<file path="config.mk">
export PLATFORM = sky130hd
export DESIGN_NAME = source_tokenizer_flat
export DESIGN_NICKNAME = d
export VERILOG_FILES = /design/src/rtl/stok_pkg.sv /design/src/rtl/stok_if.sv /design/src/rtl/source_tokenizer.sv /design/src/rtl/stok_front.sv /design/src/rtl/stok_queue.sv /design/src/rtl/stok_back.sv /design/src/flat_wrapper.sv
export VERILOG_INCLUDE_DIRS = /design/src /design/src/rtl
export SDC_FILE = /design/constraint.sdc
export NUM_CORES = 1
export LEC_CHECK = 0
export ABC_CLOCK_PERIOD_IN_PS = 42000
export CORE_MARGIN = 2
export CORE_UTILIZATION = 56
export CTS_BUF_LIST = sky130_fd_sc_hd__clkbuf_4 sky130_fd_sc_hd__clkbuf_8
export CTS_CLUSTER_DIAMETER = 60
export DETAILED_ROUTE_END_ITERATION = 10
export DONT_BUFFER_PORTS = 1
export PLACE_DENSITY = 0.82
export REMOVE_ABC_BUFFERS = 1
export SYNTH_ARGS = -nofsm -noshare
export SYNTH_HDL_FRONTEND = slang
export SYNTH_SLANG_ARGS = --single-unit
</file>
<file path="constraint.sdc">
create_clock -name clk -period 42 [get_ports clk]
set_clock_uncertainty 0.1 [all_clocks]
set_input_delay 0 -clock clk [delete_from_list [all_inputs] [get_ports clk]]
set_output_delay 0 -clock clk [all_outputs]
set_load 0.02 [all_outputs]
</file>
<file path="src/rtl/source_tokenizer_defines.svh">
// assertion macros shared by the tokenizer modules
`ifndef SOURCE_TOKENIZER_DEFINES_SVH
`define SOURCE_TOKENIZER_DEFINES_SVH

// a property that must hold on every clock edge out of reset
`define ST_ASSERT(label, prop, msg) \
	label: assert property (@(posedge clk) disable iff (!arst_n) (prop)) else $error(msg);

// an implication whose consequent is checked in the cycle after the antecedent
`define ST_ASSERT_NEXT(label, ante, cons, msg) \
	label: assert property (@(posedge clk) disable iff (!arst_n) (ante) |=> (cons)) \
		else $error(msg);

`endif

</file>
<file path="src/rtl/stok_pkg.sv">
`timescale 1ns / 1ps
package stok_pkg;
	localparam int POS_BITS = 32;
	localparam int LEN_BITS = 16;
	localparam int KEYWORD_CHARS = 6;
	localparam int KW_BITS = KEYWORD_CHARS * 8;
	localparam int QDEPTH = 4;
	localparam int QAW = $clog2(QDEPTH);

	localparam logic [6:0] K_END = 7'd0;
	localparam logic [6:0] K_IDENT = 7'd1;
	localparam logic [6:0] K_INT = 7'd2;
	localparam logic [6:0] K_FLOAT = 7'd3;
	localparam logic [6:0] K_STRING = 7'd4;
	localparam logic [6:0] K_ERROR = 7'd5;
	localparam logic [6:0] K_KW0 = 7'd6;
	localparam logic [6:0] K_BOOLLIT = 7'd29;
	localparam logic [6:0] K_OP0 = 7'd30;
	localparam logic [6:0] K_DOT = 7'd71;

	typedef enum logic [11:0] {
		M_IDLE = 12'b0000_0000_0001, M_OP1 = 12'b0000_0000_0010,
		M_OP2 = 12'b0000_0000_0100, M_IDENT = 12'b0000_0000_1000,
		M_INT = 12'b0000_0001_0000, M_INT_DOT = 12'b0000_0010_0000,
		M_FLOAT = 12'b0000_0100_0000, M_STRING = 12'b0000_1000_0000,
		M_STR_ESC = 12'b0001_0000_0000, M_LINE = 12'b0010_0000_0000,
		M_BLOCK = 12'b0100_0000_0000, M_BLOCK_STAR = 12'b1000_0000_0000
	} mode_t;

	typedef struct packed {
		logic [6:0] kind;
		logic [POS_BITS-1:0] start;
		logic [LEN_BITS-1:0] len;
		logic last;
	} tok_t;

	// room for four tokens caused by one byte, packed in order; a byte causes at most three
	typedef struct packed {
		logic [2:0] cnt;
		tok_t [3:0] tok;
	} bundle_t;

	function automatic logic [6:0] op1(input logic [7:0] c);
		logic [6:0] k;
		k = K_ERROR;
		case (c)
			"+": k = K_OP0 + 7'd20;
			"-": k = K_OP0 + 7'd21;
			"*": k = K_OP0 + 7'd22;
			"/": k = K_OP0 + 7'd23;
			"%": k = K_OP0 + 7'd24;
			"=": k = K_OP0 + 7'd25;
			"<": k = K_OP0 + 7'd26;
			">": k = K_OP0 + 7'd27;
			"&": k = K_OP0 + 7'd28;
			"|": k = K_OP0 + 7'd29;
			"^": k = K_OP0 + 7'd30;
			"~": k = K_OP0 + 7'd31;
			"!": k = K_OP0 + 7'd32;
			"?": k = K_OP0 + 7'd33;
			":": k = K_OP0 + 7'd34;
			"(": k = K_OP0 + 7'd35;
			")": k = K_OP0 + 7'd36;
			"{": k = K_OP0 + 7'd37;
			"}": k = K_OP0 + 7'd38;
			",": k = K_OP0 + 7'd39;
			";": k = K_OP0 + 7'd40;
			".": k = K_DOT;
			default: k = K_ERROR;
		endcase
		return k;
	endfunction

	// two-byte operator, error kind if none
	function automatic logic [6:0] op2(input logic [7:0] a, input logic [7:0] b);
		logic [6:0] k;
		k = K_ERROR;
		if (b == "=") begin
			case (a)
				"+": k = K_OP0 + 7'd4;
				"-": k = K_OP0 + 7'd5;
				"*": k = K_OP0 + 7'd6;
				"/": k = K_OP0 + 7'd7;
				"%": k = K_OP0 + 7'd8;
				"&": k = K_OP0 + 7'd9;
				"|": k = K_OP0 + 7'd10;
				"^": k = K_OP0 + 7'd11;
				"=": k = K_OP0 + 7'd12;
				"!": k = K_OP0 + 7'd13;
				"<": k = K_OP0 + 7'd14;
				">": k = K_OP0 + 7'd15;
				default: k = K_ERROR;
			endcase
		end else if (a == b) begin
			case (a)
				"+": k = K_OP0 + 7'd2;
				"-": k = K_OP0 + 7'd3;
				"<": k = K_OP0 + 7'd16;
				">": k = K_OP0 + 7'd17;
				"&": k = K_OP0 + 7'd18;
				"|": k = K_OP0 + 7'd19;
				default: k = K_ERROR;
			endcase
		end
		return k;
	endfunction

	function automatic logic starts_long(input logic [7:0] c);
		return c == "<" || c == ">" || c == "+" || c == "-" || c == "*" || c == "/" ||
			c == "%" || c == "&" || c == "|" || c == "^" || c == "=" || c == "!";
	endfunction

	function automatic logic is_alpha(input logic [7:0] c);
		return (c >= "a" && c <= "z") || (c >= "A" && c <= "Z") || c == "_";
	endfunction

	function automatic logic is_digit(input logic [7:0] c);
		return c >= "0" && c <= "9";
	endfunction

	function automatic logic is_space(input logic [7:0] c);
		return c == " " || (c >= 8'd9 && c <= 8'd13);
	endfunction

	function automatic logic [KW_BITS-1:0] pk(input logic [63:0] s);
		return s[KW_BITS-1:0];
	endfunction

	// keyword lookup on the packed prefix, first byte in the low byte
	function automatic logic [6:0] kw_kind(input logic [KW_BITS-1:0] p,
			input logic [LEN_BITS-1:0] n);
		logic [6:0] k;
		k = K_IDENT;
		if (n <= LEN_BITS'(KEYWORD_CHARS)) begin
			case (p)
				pk(64'h636e7566): if (n == 4) k = K_KW0;
				pk(64'h6e7265747865): if (n == 6) k = K_KW0 + 7'd1;
				pk(64'h6e7275746572): if (n == 6) k = K_KW0 + 7'd2;
				pk(64'h656c696877): if (n == 5) k = K_KW0 + 7'd3;
				pk(64'h726f66): if (n == 3) k = K_KW0 + 7'd4;
				pk(64'h6669): if (n == 2) k = K_KW0 + 7'd5;
				pk(64'h65736c65): if (n == 4) k = K_KW0 + 7'd6;
				pk(64'h657375): if (n == 3) k = K_KW0 + 7'd7;
				pk(64'h74756d): if (n == 3) k = K_KW0 + 7'd8;
				pk(64'h726176): if (n == 3) k = K_KW0 + 7'd9;
				pk(64'h63696c627570): if (n == 6) k = K_KW0 + 7'd10;
				pk(64'h64696f76): if (n == 4) k = K_KW0 + 7'd11;
				pk(64'h6c6f6f62): if (n == 4) k = K_KW0 + 7'd12;
				pk(64'h38746e69): if (n == 4) k = K_KW0 + 7'd13;
				pk(64'h3631746e69): if (n == 5) k = K_KW0 + 7'd14;
				pk(64'h3233746e69): if (n == 5) k = K_KW0 + 7'd15;
				pk(64'h3436746e69): if (n == 5) k = K_KW0 + 7'd16;
				pk(64'h38746e6975): if (n == 5) k = K_KW0 + 7'd17;
				pk(64'h3631746e6975): if (n == 6) k = K_KW0 + 7'd18;
				pk(64'h3233746e6975): if (n == 6) k = K_KW0 + 7'd19;
				pk(64'h3436746e6975): if (n == 6) k = K_KW0 + 7'd20;
				pk(64'h32337066): if (n == 4) k = K_KW0 + 7'd21;
				pk(64'h34367066): if (n == 4) k = K_KW0 + 7'd22;
				pk(64'h65757274): if (n == 4) k = K_BOOLLIT;
				pk(64'h65736c6166): if (n == 5) k = K_BOOLLIT;
				default: k = K_IDENT;
			endcase
		end
		return k;
	endfunction
endpackage

</file>
<file path="src/rtl/stok_if.sv">
`timescale 1ns / 1ps
interface stok_in_if;
	logic valid;
	logic ready;
	logic [7:0] ch;
	logic end_of_input;
	modport source (output valid, ch, end_of_input, input ready);
	modport sink (input valid, ch, end_of_input, output ready);
endinterface

interface stok_out_if;
	logic valid;
	logic ready;
	logic [6:0] token_kind;
	logic [31:0] start_offset;
	logic [15:0] token_length;
	logic last_of_run;
	modport source (output valid, token_kind, start_offset, token_length, last_of_run,
		input ready);
	modport sink (input valid, token_kind, start_offset, token_length, last_of_run,
		output ready);
endinterface

</file>
<file path="src/rtl/source_tokenizer.sv">
`timescale 1ns / 1ps
// source_tokenizer: streaming lexer, one source byte per request on the in channel
// (ch, end_of_input), tokens out on the out channel as kind, start offset, length
// and a last_of_run mark on the final token that a request produced.
// the front scanner takes one request per cycle and writes all tokens that the
// byte closes (up to three) as one bundle into a four-deep queue; the back end
// sends them one per cycle while out.ready is high. a token leaves at the earliest
// in the cycle after the byte that closes it is taken. throughput is one byte per
// cycle while the queue has room; the tokens of one byte leave one after another.
// end_of_input flushes any pending token, sends the end token and returns the
// scanner to offset 0. reset clears scanner state and empties the queue.
// when the receiver stalls, the queue fills and in.ready drops once it is full;
// bytes that close no token (whitespace, comments, token bodies) never wait
// for queue space beyond that.
module source_tokenizer (
	input logic clk,
	input logic arst_n,
	stok_in_if.sink in,
	stok_out_if.source out
);
	logic push, full, pop, empty;
	stok_pkg::bundle_t wb, rb;
	stok_pkg::tok_t tok;

	stok_front u_front (
		.clk(clk), .arst_n(arst_n), .in_valid(in.valid), .in_ready(in.ready),
		.ch(in.ch), .end_of_input(in.end_of_input), .push(push), .bundle(wb),
		.q_full(full)
	);

	stok_queue u_queue (
		.clk(clk), .arst_n(arst_n), .push(push), .wdata(wb), .full(full),
		.pop(pop), .empty(empty), .rdata(rb)
	);

	stok_back u_back (
		.clk(clk), .arst_n(arst_n), .empty(empty), .rdata(rb), .pop(pop),
		.out_valid(out.valid), .out_ready(out.ready), .tok(tok)
	);

	assign out.token_kind = tok.kind;
	assign out.start_offset = tok.start;
	assign out.token_length = tok.len;
	assign out.last_of_run = tok.last;
endmodule

</file>
<file path="src/rtl/stok_front.sv">
`timescale 1ns / 1ps
`include "source_tokenizer_defines.svh"
module stok_front (
	input logic clk,
	input logic arst_n,
	input logic in_valid,
	output logic in_ready,
	input logic [7:0] ch,
	input logic end_of_input,
	output logic push,
	output stok_pkg::bundle_t bundle,
	input logic q_full
);
	stok_pkg::mode_t mode_q, mode_d;
	logic [7:0] first_q, first_d;
	logic [stok_pkg::KW_BITS-1:0] kw_q, kw_d;
	logic [stok_pkg::POS_BITS-1:0] start_q, start_d, pos_q;
	logic [stok_pkg::LEN_BITS-1:0] len_q, len_d;
	logic fire;
	stok_pkg::bundle_t b;

	assign in_ready = !q_full;
	assign fire = in_valid && in_ready;

	function automatic logic [stok_pkg::LEN_BITS-1:0] grow(
			input logic [stok_pkg::LEN_BITS-1:0] n);
		return (&n) ? n : n + 1'b1;
	endfunction

	always_comb begin
		logic [6:0] k;
		logic idle_scan;
		b = '0;
		mode_d = mode_q;
		first_d = first_q;
		kw_d = kw_q;
		start_d = start_q;
		len_d = len_q;
		idle_scan = 1'b0;
		k = '0;
		if (end_of_input) begin
			unique case (mode_q) inside
				stok_pkg::M_OP1: begin
					k = stok_pkg::op1(first_q);
					b.tok[0] = '{k, start_q, stok_pkg::LEN_BITS'(1), 1'b0};
					b.cnt = 3'd1;
				end
				stok_pkg::M_OP2: begin
					b.tok[0] = '{stok_pkg::op2(first_q, first_q), start_q,
						stok_pkg::LEN_BITS'(2), 1'b0};
					b.cnt = 3'd1;
				end
				stok_pkg::M_IDENT: begin
					b.tok[0] = '{stok_pkg::kw_kind(kw_q, len_q), start_q, len_q, 1'b0};
					b.cnt = 3'd1;
				end
				stok_pkg::M_INT: begin
					b.tok[0] = '{stok_pkg::K_INT, start_q, len_q, 1'b0};
					b.cnt = 3'd1;
				end
				stok_pkg::M_INT_DOT: begin
					b.tok[0] = '{stok_pkg::K_INT, start_q, len_q, 1'b0};
					b.tok[1] = '{stok_pkg::K_DOT, pos_q - 1'b1, stok_pkg::LEN_BITS'(1), 1'b0};
					b.cnt = 3'd2;
				end
				stok_pkg::M_FLOAT: begin
					b.tok[0] = '{stok_pkg::K_FLOAT, start_q, len_q, 1'b0};
					b.cnt = 3'd1;
				end
				stok_pkg::M_STRING, stok_pkg::M_STR_ESC: begin
					b.tok[0] = '{stok_pkg::K_ERROR, start_q, len_q, 1'b0};
					b.cnt = 3'd1;
				end
				default: ;
			endcase
			b.tok[b.cnt[1:0]] = '{stok_pkg::K_END, pos_q, '0, 1'b0};
			b.cnt = b.cnt + 3'd1;
			mode_d = stok_pkg::M_IDLE;
			first_d = '0;
			kw_d = '0;
			start_d = '0;
			len_d = '0;
		end else begin
			unique case (mode_q)
				stok_pkg::M_OP1: begin
					k = stok_pkg::op2(first_q, ch);
					if (first_q == "/" && ch == "/") mode_d = stok_pkg::M_LINE;
					else if (first_q == "/" && ch == "*") mode_d = stok_pkg::M_BLOCK;
					else if ((first_q == "<" || first_q == ">") && ch == first_q)
						mode_d = stok_pkg::M_OP2;
					else if (k != stok_pkg::K_ERROR) begin
						b.tok[0] = '{k, start_q, stok_pkg::LEN_BITS'(2), 1'b0};
						b.cnt = 3'd1;
						mode_d = stok_pkg::M_IDLE;
					end else begin
						b.tok[0] = '{stok_pkg::op1(first_q), start_q,
							stok_pkg::LEN_BITS'(1), 1'b0};
						b.cnt = 3'd1;
						idle_scan = 1'b1;
					end
				end
				stok_pkg::M_OP2: begin
					if (ch == "=") begin
						b.tok[0] = '{(first_q == "<") ? stok_pkg::K_OP0 : stok_pkg::K_OP0 + 7'd1,
							start_q, stok_pkg::LEN_BITS'(3), 1'b0};
						b.cnt = 3'd1;
						mode_d = stok_pkg::M_IDLE;
					end else begin
						b.tok[0] = '{stok_pkg::op2(first_q, first_q), start_q,
							stok_pkg::LEN_BITS'(2), 1'b0};
						b.cnt = 3'd1;
						idle_scan = 1'b1;
					end
				end
				stok_pkg::M_IDENT: begin
					if (stok_pkg::is_alpha(ch) || stok_pkg::is_digit(ch)) begin
						for (int i = 0; i < stok_pkg::KEYWORD_CHARS; i++)
							if (len_q == stok_pkg::LEN_BITS'(i)) kw_d[8*i +: 8] = ch;
						len_d = grow(len_q);
					end else begin
						b.tok[0] = '{stok_pkg::kw_kind(kw_q, len_q), start_q, len_q, 1'b0};
						b.cnt = 3'd1;
						idle_scan = 1'b1;
					end
				end
				stok_pkg::M_INT: begin
					if (stok_pkg::is_digit(ch)) len_d = grow(len_q);
					else if (ch == ".") mode_d = stok_pkg::M_INT_DOT;
					else begin
						b.tok[0] = '{stok_pkg::K_INT, start_q, len_q, 1'b0};
						b.cnt = 3'd1;
						idle_scan = 1'b1;
					end
				end
				stok_pkg::M_INT_DOT: begin
					if (stok_pkg::is_digit(ch)) begin
						len_d = grow(grow(len_q));
						mode_d = stok_pkg::M_FLOAT;
					end else begin
						b.tok[0] = '{stok_pkg::K_INT, start_q, len_q, 1'b0};
						b.tok[1] = '{stok_pkg::K_DOT, pos_q - 1'b1, stok_pkg::LEN_BITS'(1), 1'b0};
						b.cnt = 3'd2;
						idle_scan = 1'b1;
					end
				end
				stok_pkg::M_FLOAT: begin
					if (stok_pkg::is_digit(ch)) len_d = grow(len_q);
					else begin
						b.tok[0] = '{stok_pkg::K_FLOAT, start_q, len_q, 1'b0};
						b.cnt = 3'd1;
						idle_scan = 1'b1;
					end
				end
				stok_pkg::M_STRING: begin
					len_d = grow(len_q);
					if (ch == "\\") mode_d = stok_pkg::M_STR_ESC;
					else if (ch == "\"") begin
						b.tok[0] = '{stok_pkg::K_STRING, start_q, len_d, 1'b0};
						b.cnt = 3'd1;
						mode_d = stok_pkg::M_IDLE;
					end
				end
				stok_pkg::M_STR_ESC: begin
					len_d = grow(len_q);
					mode_d = stok_pkg::M_STRING;
				end
				stok_pkg::M_LINE: if (ch == 8'd10) mode_d = stok_pkg::M_IDLE;
				stok_pkg::M_BLOCK: if (ch == "*") mode_d = stok_pkg::M_BLOCK_STAR;
				stok_pkg::M_BLOCK_STAR: begin
					if (ch == "/") mode_d = stok_pkg::M_IDLE;
					else if (ch != "*") mode_d = stok_pkg::M_BLOCK;
				end
				default: idle_scan = 1'b1;
			endcase
			// a fresh token starting at this byte
			if (idle_scan) begin
				mode_d = stok_pkg::M_IDLE;
				if (!stok_pkg::is_space(ch)) begin
					start_d = pos_q;
					len_d = stok_pkg::LEN_BITS'(1);
					if (ch == "\"") mode_d = stok_pkg::M_STRING;
					else if (stok_pkg::is_alpha(ch)) begin
						mode_d = stok_pkg::M_IDENT;
						kw_d = stok_pkg::KW_BITS'(ch);
					end else if (stok_pkg::is_digit(ch)) mode_d = stok_pkg::M_INT;
					else if (stok_pkg::starts_long(ch)) begin
						mode_d = stok_pkg::M_OP1;
						first_d = ch;
					end else begin
						b.tok[b.cnt[1:0]] = '{stok_pkg::op1(ch), pos_q,
							stok_pkg::LEN_BITS'(1), 1'b0};
						b.cnt = b.cnt + 3'd1;
					end
				end
			end
		end
		if (b.cnt != 3'd0) b.tok[b.cnt[1:0] - 2'd1].last = 1'b1;
	end

	assign bundle = b;
	assign push = fire && (b.cnt != 3'd0);

	always_ff @(posedge clk or negedge arst_n) begin
		if (!arst_n) begin
			mode_q <= stok_pkg::M_IDLE;
			first_q <= '0;
			kw_q <= '0;
			start_q <= '0;
			len_q <= '0;
			pos_q <= '0;
		end else if (fire) begin
			mode_q <= mode_d;
			first_q <= first_d;
			kw_q <= kw_d;
			start_q <= start_d;
			len_q <= len_d;
			pos_q <= end_of_input ? '0 : pos_q + 1'b1;
		end
	end

	`ST_ASSERT(a_no_push_when_full, !(push && q_full), "front pushed into a full queue")
	`ST_ASSERT_NEXT(a_eoi_resets, fire && end_of_input,
		mode_q == stok_pkg::M_IDLE && pos_q == '0, "end of input did not reset state")
	`ST_ASSERT(a_push_count, !push || (bundle.cnt != 3'd0 && bundle.cnt <= 3'd4),
		"bad token count")
endmodule

</file>
<file path="src/rtl/stok_queue.sv">
`timescale 1ns / 1ps
`include "source_tokenizer_defines.svh"
module stok_queue (
	input logic clk,
	input logic arst_n,
	input logic push,
	input stok_pkg::bundle_t wdata,
	output logic full,
	input logic pop,
	output logic empty,
	output stok_pkg::bundle_t rdata
);
	stok_pkg::bundle_t mem_q [stok_pkg::QDEPTH];
	logic [stok_pkg::QAW-1:0] wp_q, rp_q;
	logic [stok_pkg::QAW:0] cnt_q;

	assign full = cnt_q == (stok_pkg::QAW+1)'(stok_pkg::QDEPTH);
	assign empty = cnt_q == '0;
	assign rdata = mem_q[rp_q];

	always_ff @(posedge clk) begin
		if (push) mem_q[wp_q] <= wdata;
	end

	always_ff @(posedge clk or negedge arst_n) begin
		if (!arst_n) begin
			wp_q <= '0;
			rp_q <= '0;
			cnt_q <= '0;
		end else begin
			if (push) wp_q <= wp_q + 1'b1;
			if (pop) rp_q <= rp_q + 1'b1;
			cnt_q <= cnt_q + (stok_pkg::QAW+1)'(push) - (stok_pkg::QAW+1)'(pop);
		end
	end

	`ST_ASSERT(a_no_overflow, !(push && full), "queue overflow")
	`ST_ASSERT(a_no_underflow, !(pop && empty), "queue underflow")
	`ST_ASSERT(a_count_range, cnt_q <= (stok_pkg::QAW+1)'(stok_pkg::QDEPTH),
		"queue count out of range")
endmodule

</file>
<file path="src/rtl/stok_back.sv">
`timescale 1ns / 1ps
`include "source_tokenizer_defines.svh"
module stok_back (
	input logic clk,
	input logic arst_n,
	input logic empty,
	input stok_pkg::bundle_t rdata,
	output logic pop,
	output logic out_valid,
	input logic out_ready,
	output stok_pkg::tok_t tok
);
	logic [1:0] idx_q;
	logic take;

	assign out_valid = !empty;
	assign tok = rdata.tok[idx_q];
	assign take = out_valid && out_ready;
	assign pop = take && (3'(idx_q) + 3'd1 == rdata.cnt);

	always_ff @(posedge clk or negedge arst_n) begin
		if (!arst_n) idx_q <= '0;
		else if (take) idx_q <= pop ? 2'd0 : idx_q + 2'd1;
	end

	`ST_ASSERT(a_idx_in_bundle, empty || 3'(idx_q) < rdata.cnt, "token index past bundle")
	`ST_ASSERT(a_last_on_pop, !take || (pop == tok.last), "last mark out of step with pop")
	`ST_ASSERT_NEXT(a_hold_stall, out_valid && !out_ready, out_valid && $stable(tok),
		"token changed under stall")
endmodule
</file>
<file path="src/flat_wrapper.sv">
// flat-port wrapper written by rule: the top's interface ports become plain ports
module source_tokenizer_flat 
  (clk, arst_n, in_valid, in_ch, in_end_of_input, in_ready, out_valid, out_token_kind, out_start_offset, out_token_length, out_last_of_run, out_ready);
  stok_in_if in_i ();
  stok_out_if out_i ();
  input logic clk;
  input logic arst_n;
  input wire logic [$bits(in_i.valid)-1:0] in_valid;
  input wire logic [$bits(in_i.ch)-1:0] in_ch;
  input wire logic [$bits(in_i.end_of_input)-1:0] in_end_of_input;
  output wire logic [$bits(in_i.ready)-1:0] in_ready;
  output wire logic [$bits(out_i.valid)-1:0] out_valid;
  output wire logic [$bits(out_i.token_kind)-1:0] out_token_kind;
  output wire logic [$bits(out_i.start_offset)-1:0] out_start_offset;
  output wire logic [$bits(out_i.token_length)-1:0] out_token_length;
  output wire logic [$bits(out_i.last_of_run)-1:0] out_last_of_run;
  input wire logic [$bits(out_i.ready)-1:0] out_ready;
  assign in_i.valid = in_valid;
  assign in_i.ch = in_ch;
  assign in_i.end_of_input = in_end_of_input;
  assign in_ready = in_i.ready;
  assign out_valid = out_i.valid;
  assign out_token_kind = out_i.token_kind;
  assign out_start_offset = out_i.start_offset;
  assign out_token_length = out_i.token_length;
  assign out_last_of_run = out_i.last_of_run;
  assign out_i.ready = out_ready;
  source_tokenizer u_core (.clk(clk), .arst_n(arst_n), .in(in_i), .out(out_i));
endmodule
</file>
==> impl_metrics.py <==
metrics = {
    "sta": {
        "layout_worst_path_cycle_share_pct": 16.0,
        "max_clock_freq_ghz": 0.149,
        "timing.setup.tns_ps": 0,
        "maxSlewHeadroom_pct": 14.6,
        "worst_slack_ps": 35280,
        "max_slew.worst_pin.slew_ps": 1270,
        "final-max-slew-violation-count": 0,
        "hold_violations": 0,
        "setup_viol": 0,
        "grt_setup_unrepaired": "no",
        "finalCriticalPeriod_ps": 6720,
    },
    "synth": {
        "syn-cell-area_um2": 43900,
        "synth_warnings": 0,
        "post_synth_num_cell_types": 110,
        "synth_most_common_cell": "edfxtp_1",
        "synth_sequential_area_ratio_pct": 57.9,
        "yosys_most_used_dff": "edfxtp_1",
        "yosys-top-cells-area": "edfxtp_1, mux4_2, dfrtp_1, nand2_1, nor2_1",
        "async_flop_share_pct": 18.0,
        "synth_top_area_share_pct": 48.9,
        "netlist_top_cells_count": "edfxtp_1, nand2_1, mux4_2",
        "netlist.top_cell.by_area": "edfxtp_1",
        "synth-seq-cells": 873,
        "post_synth.cell_area_avg_um2": 13.1,
        "synth_enable_flop_cells": 716,
        "synthCells": 3366,
    },
    "die": {
        "die-width_um": 284,
        "floorplan.initialDensity_pct": 56.6,
        "coreArea_um2": 77600,
        "design.portCount": 71,
        "row_count": 102,
        "die-height_um": 284,
        "die_area_um2": 80700,
    },
    "setup_path": {
        "cp.required_ps": 42300,
        "endpoint_kind": "register",
        "ff2ff_path_depth": 15,
        "worst-setup-path-type": "reg -> reg",
        "r2r_end": "u_core.u_queue.mem_q[2][199]",
        "setup.worst_path.start_class": "register",
        "crit_fanout": 67,
        "rr_startpoint": "u_core.u_front.first_q[2]",
        "reg2reg_setup_slack_ps": 35280,
        "worst-endpoint-arrival_ps": 7020,
    },
    "cts": {
        "post_cts.repair.setup_buffers": 0,
        "postCtsHoldBufs": 29,
        "clockBufferDepth": 3,
        "cts_num_sinks": 873,
        "clk_pin_slew_ps": 60,
        "tritoncts_buffer_count": 140,
        "clock_latency_ps": 820,
        "ctsRootBufferMaster": "clkbuf_8",
        "cts.htree.levels": 4,
        "cts_tree": "built",
        "post_cts.resized_instances": 0,
    },
    "grt": {
        "initial_antenna_violation_count": 2,
        "grt_pass1_vias": 30300,
        "gr-total-overflow": 0,
        "grt_pass1_wl_um": 185000,
        "pin_count_of_the_biggest_net_entering_global_routing": 157,
        "grt_use_total_pct": 29.9,
    },
    "layout": {
        "final_cell_area_um2": 47800,
        "final_net_count": 3346,
        "fin_cells": 4468,
        "final_layout_size_suffix_gt1_share_pct": 17.4,
        "syn2layout_area_growth_pct": 8.84,
        "final_core_utilization_pct": 61.6,
    },
    "power": {
        "cell_area_power_density_nw_per_um2": 56.3,
        "power.ir.vdd_worst_mv": 0.0502,
        "p_leak_nw": 16.1,
    },
    "routing": {
        "dr_total_vias": 31400,
        "via_per_inst": 7.02,
        "routed_len_inst_um": 27.5,
        "drt-initial-drc-count": 4918,
        "drt_pass_1_iters": 8,
        "antenna_viol_nets_final": 0,
        "route.final.wire_length_um": 123000,
        "drcViolationCount": 0,
    },
    "min_path": {
        "holdCritPathClass": "in -> reg",
        "hold_path.startpoint": "in_ch[4]",
        "min_to": "u_core.u_queue.mem_q[3][161]",
        "hold_depth": 7,
    },
    "place": {
        "placed_standard_cell_area_um2": 44600,
        "placed_cells_incl_taps": 4179,
        "place_worst_setup_slack_ps": 35450,
        "number_of_buffers_inserted_by_port_buffering": 0,
        "detailed_place_hpwl_um": 75800,
        "place.gp.congestion": 0.985,
    },
    "outcome": {
        "run_status": "complete, no violations",
    },
    "flow_run": {
        "drv.max_cap_violation_count": 0,
    },
}
## report_power, final
group          leakage, nW  switching, mW  total, mW  internal (mW)
logic                 5.73          0.453      0.768          0.314
registers             8.84         0.0878       1.18           1.09
clock network         1.52          0.352      0.749          0.397
total                 16.1          0.893       2.69           1.80
## how the worst max path moves through the flow
stage	startpoint	slack (ps)	cells past startpoint	to
6_report	u_core.u_front.first_q[2]	35280	15	u_core.u_queue.mem_q[2][199]
5_1_grt	u_core.u_front.first_q[2]	34830	15	u_core.u_queue.mem_q[2][21]
4_1_cts	u_core.u_front.first_q[6]	35380	15	u_core.u_queue.mem_q[2][23]
3_5_place_dp	u_core.u_front.first_q[6]	35450	15	u_core.u_queue.mem_q[2][143]
3_3_place_gp	u_core.u_front.first_q[6]	35580	15	u_core.u_queue.mem_q[2][133]
2_1_floorplan	u_core.u_front.mode_q[9]	24410	13	u_core.u_queue.mem_q[0][0]
## final cells by class
cell class / count / area [µm²]
fill: 5733 / 29800
inverter: 51 / 193
timing repair buffer: 74 / 693
sequential: 873 / 25400
clock buffer: 193 / 2340
tap: 1040 / 1300
clock inverter: 66 / 557
multi-input combinational: 2170 / 17300
antenna: 1 / 2.50
## flip-flops by register name, summed over array words and instances, names as in the netlist
name	cells
u_core.u_queue.cnt_q	3
u_core.u_queue.rp_q	2
u_core.u_queue.wp_q	2
u_core.u_front.kw_q	48
u_core.u_front.first_q	8
u_core.u_front.len_q	16
u_core.u_front.mode_q	12
u_core.u_back.idx_q	2
u_core.u_front.pos_q	32
u_core.u_queue.mem_q	716
u_core.u_front.start_q	32
## placed cells by master (no fill, tap or decap), types with 59 or more instances in the layout
cell type	count
edfxtp_1	716
nand2_1	229
mux4_2	219
nor2_1	211
dfrtp_1	152
clkbuf_8	143
a21oi_1	126
o21ai_0	122
nand3_1	120
a22o_1	87
and2_1	82
nor3_1	76
nor4_1	70
nand4_1	61
a31oi_1	59
## stage by stage
stage	hold WS (ps)	power (mW)
after global routing	95.3	2.80
final	61.3	2.69
after floorplan	-396	1.87
after CTS	4.21	2.71
after global placement	-381	1.93
after detailed placement	-382	1.95
## critical path: stages, from the launching register on
cell,delay (ps)
dfrtp_1,760
nand3_1,260
or4_4,480
or3_1,410
and3_1,300
nor4_1,740
ha_1,240
and3_1,150
nand4_1,90
a21oi_1,290
nor2_1,130
inv_1,230
nor2_2,170
a211oi_4,240
buf_4,760
buf_4,890
## layer usage
layer,share of wire (%),GRT usage (%)
met1,39,41.3
met2,47,46.5
met3,11,6.43
met4,4.0,12.6
met5,0,0
## logic make-up (layout without fill, tap and decap cells)
family / after synthesis / after routing / synth area share [%]
multiplexers: 244 / 244 / 11.9
flip-flops: 873 / 873 / 57.9
other: 0 / 1 / 0
XOR/XNOR: 64 / 64 / 1.28
AND/OR/NAND/NOR: 1143 / 1143 / 14.1
adder cells (fa/ha/maj): 23 / 23 / 0.672
buffers and inverters: 323 / 384 / 2.96
AO/OA/AOI/OAI: 696 / 696 / 11.2
Note: power is estimated with default switching activity, not from simulation.
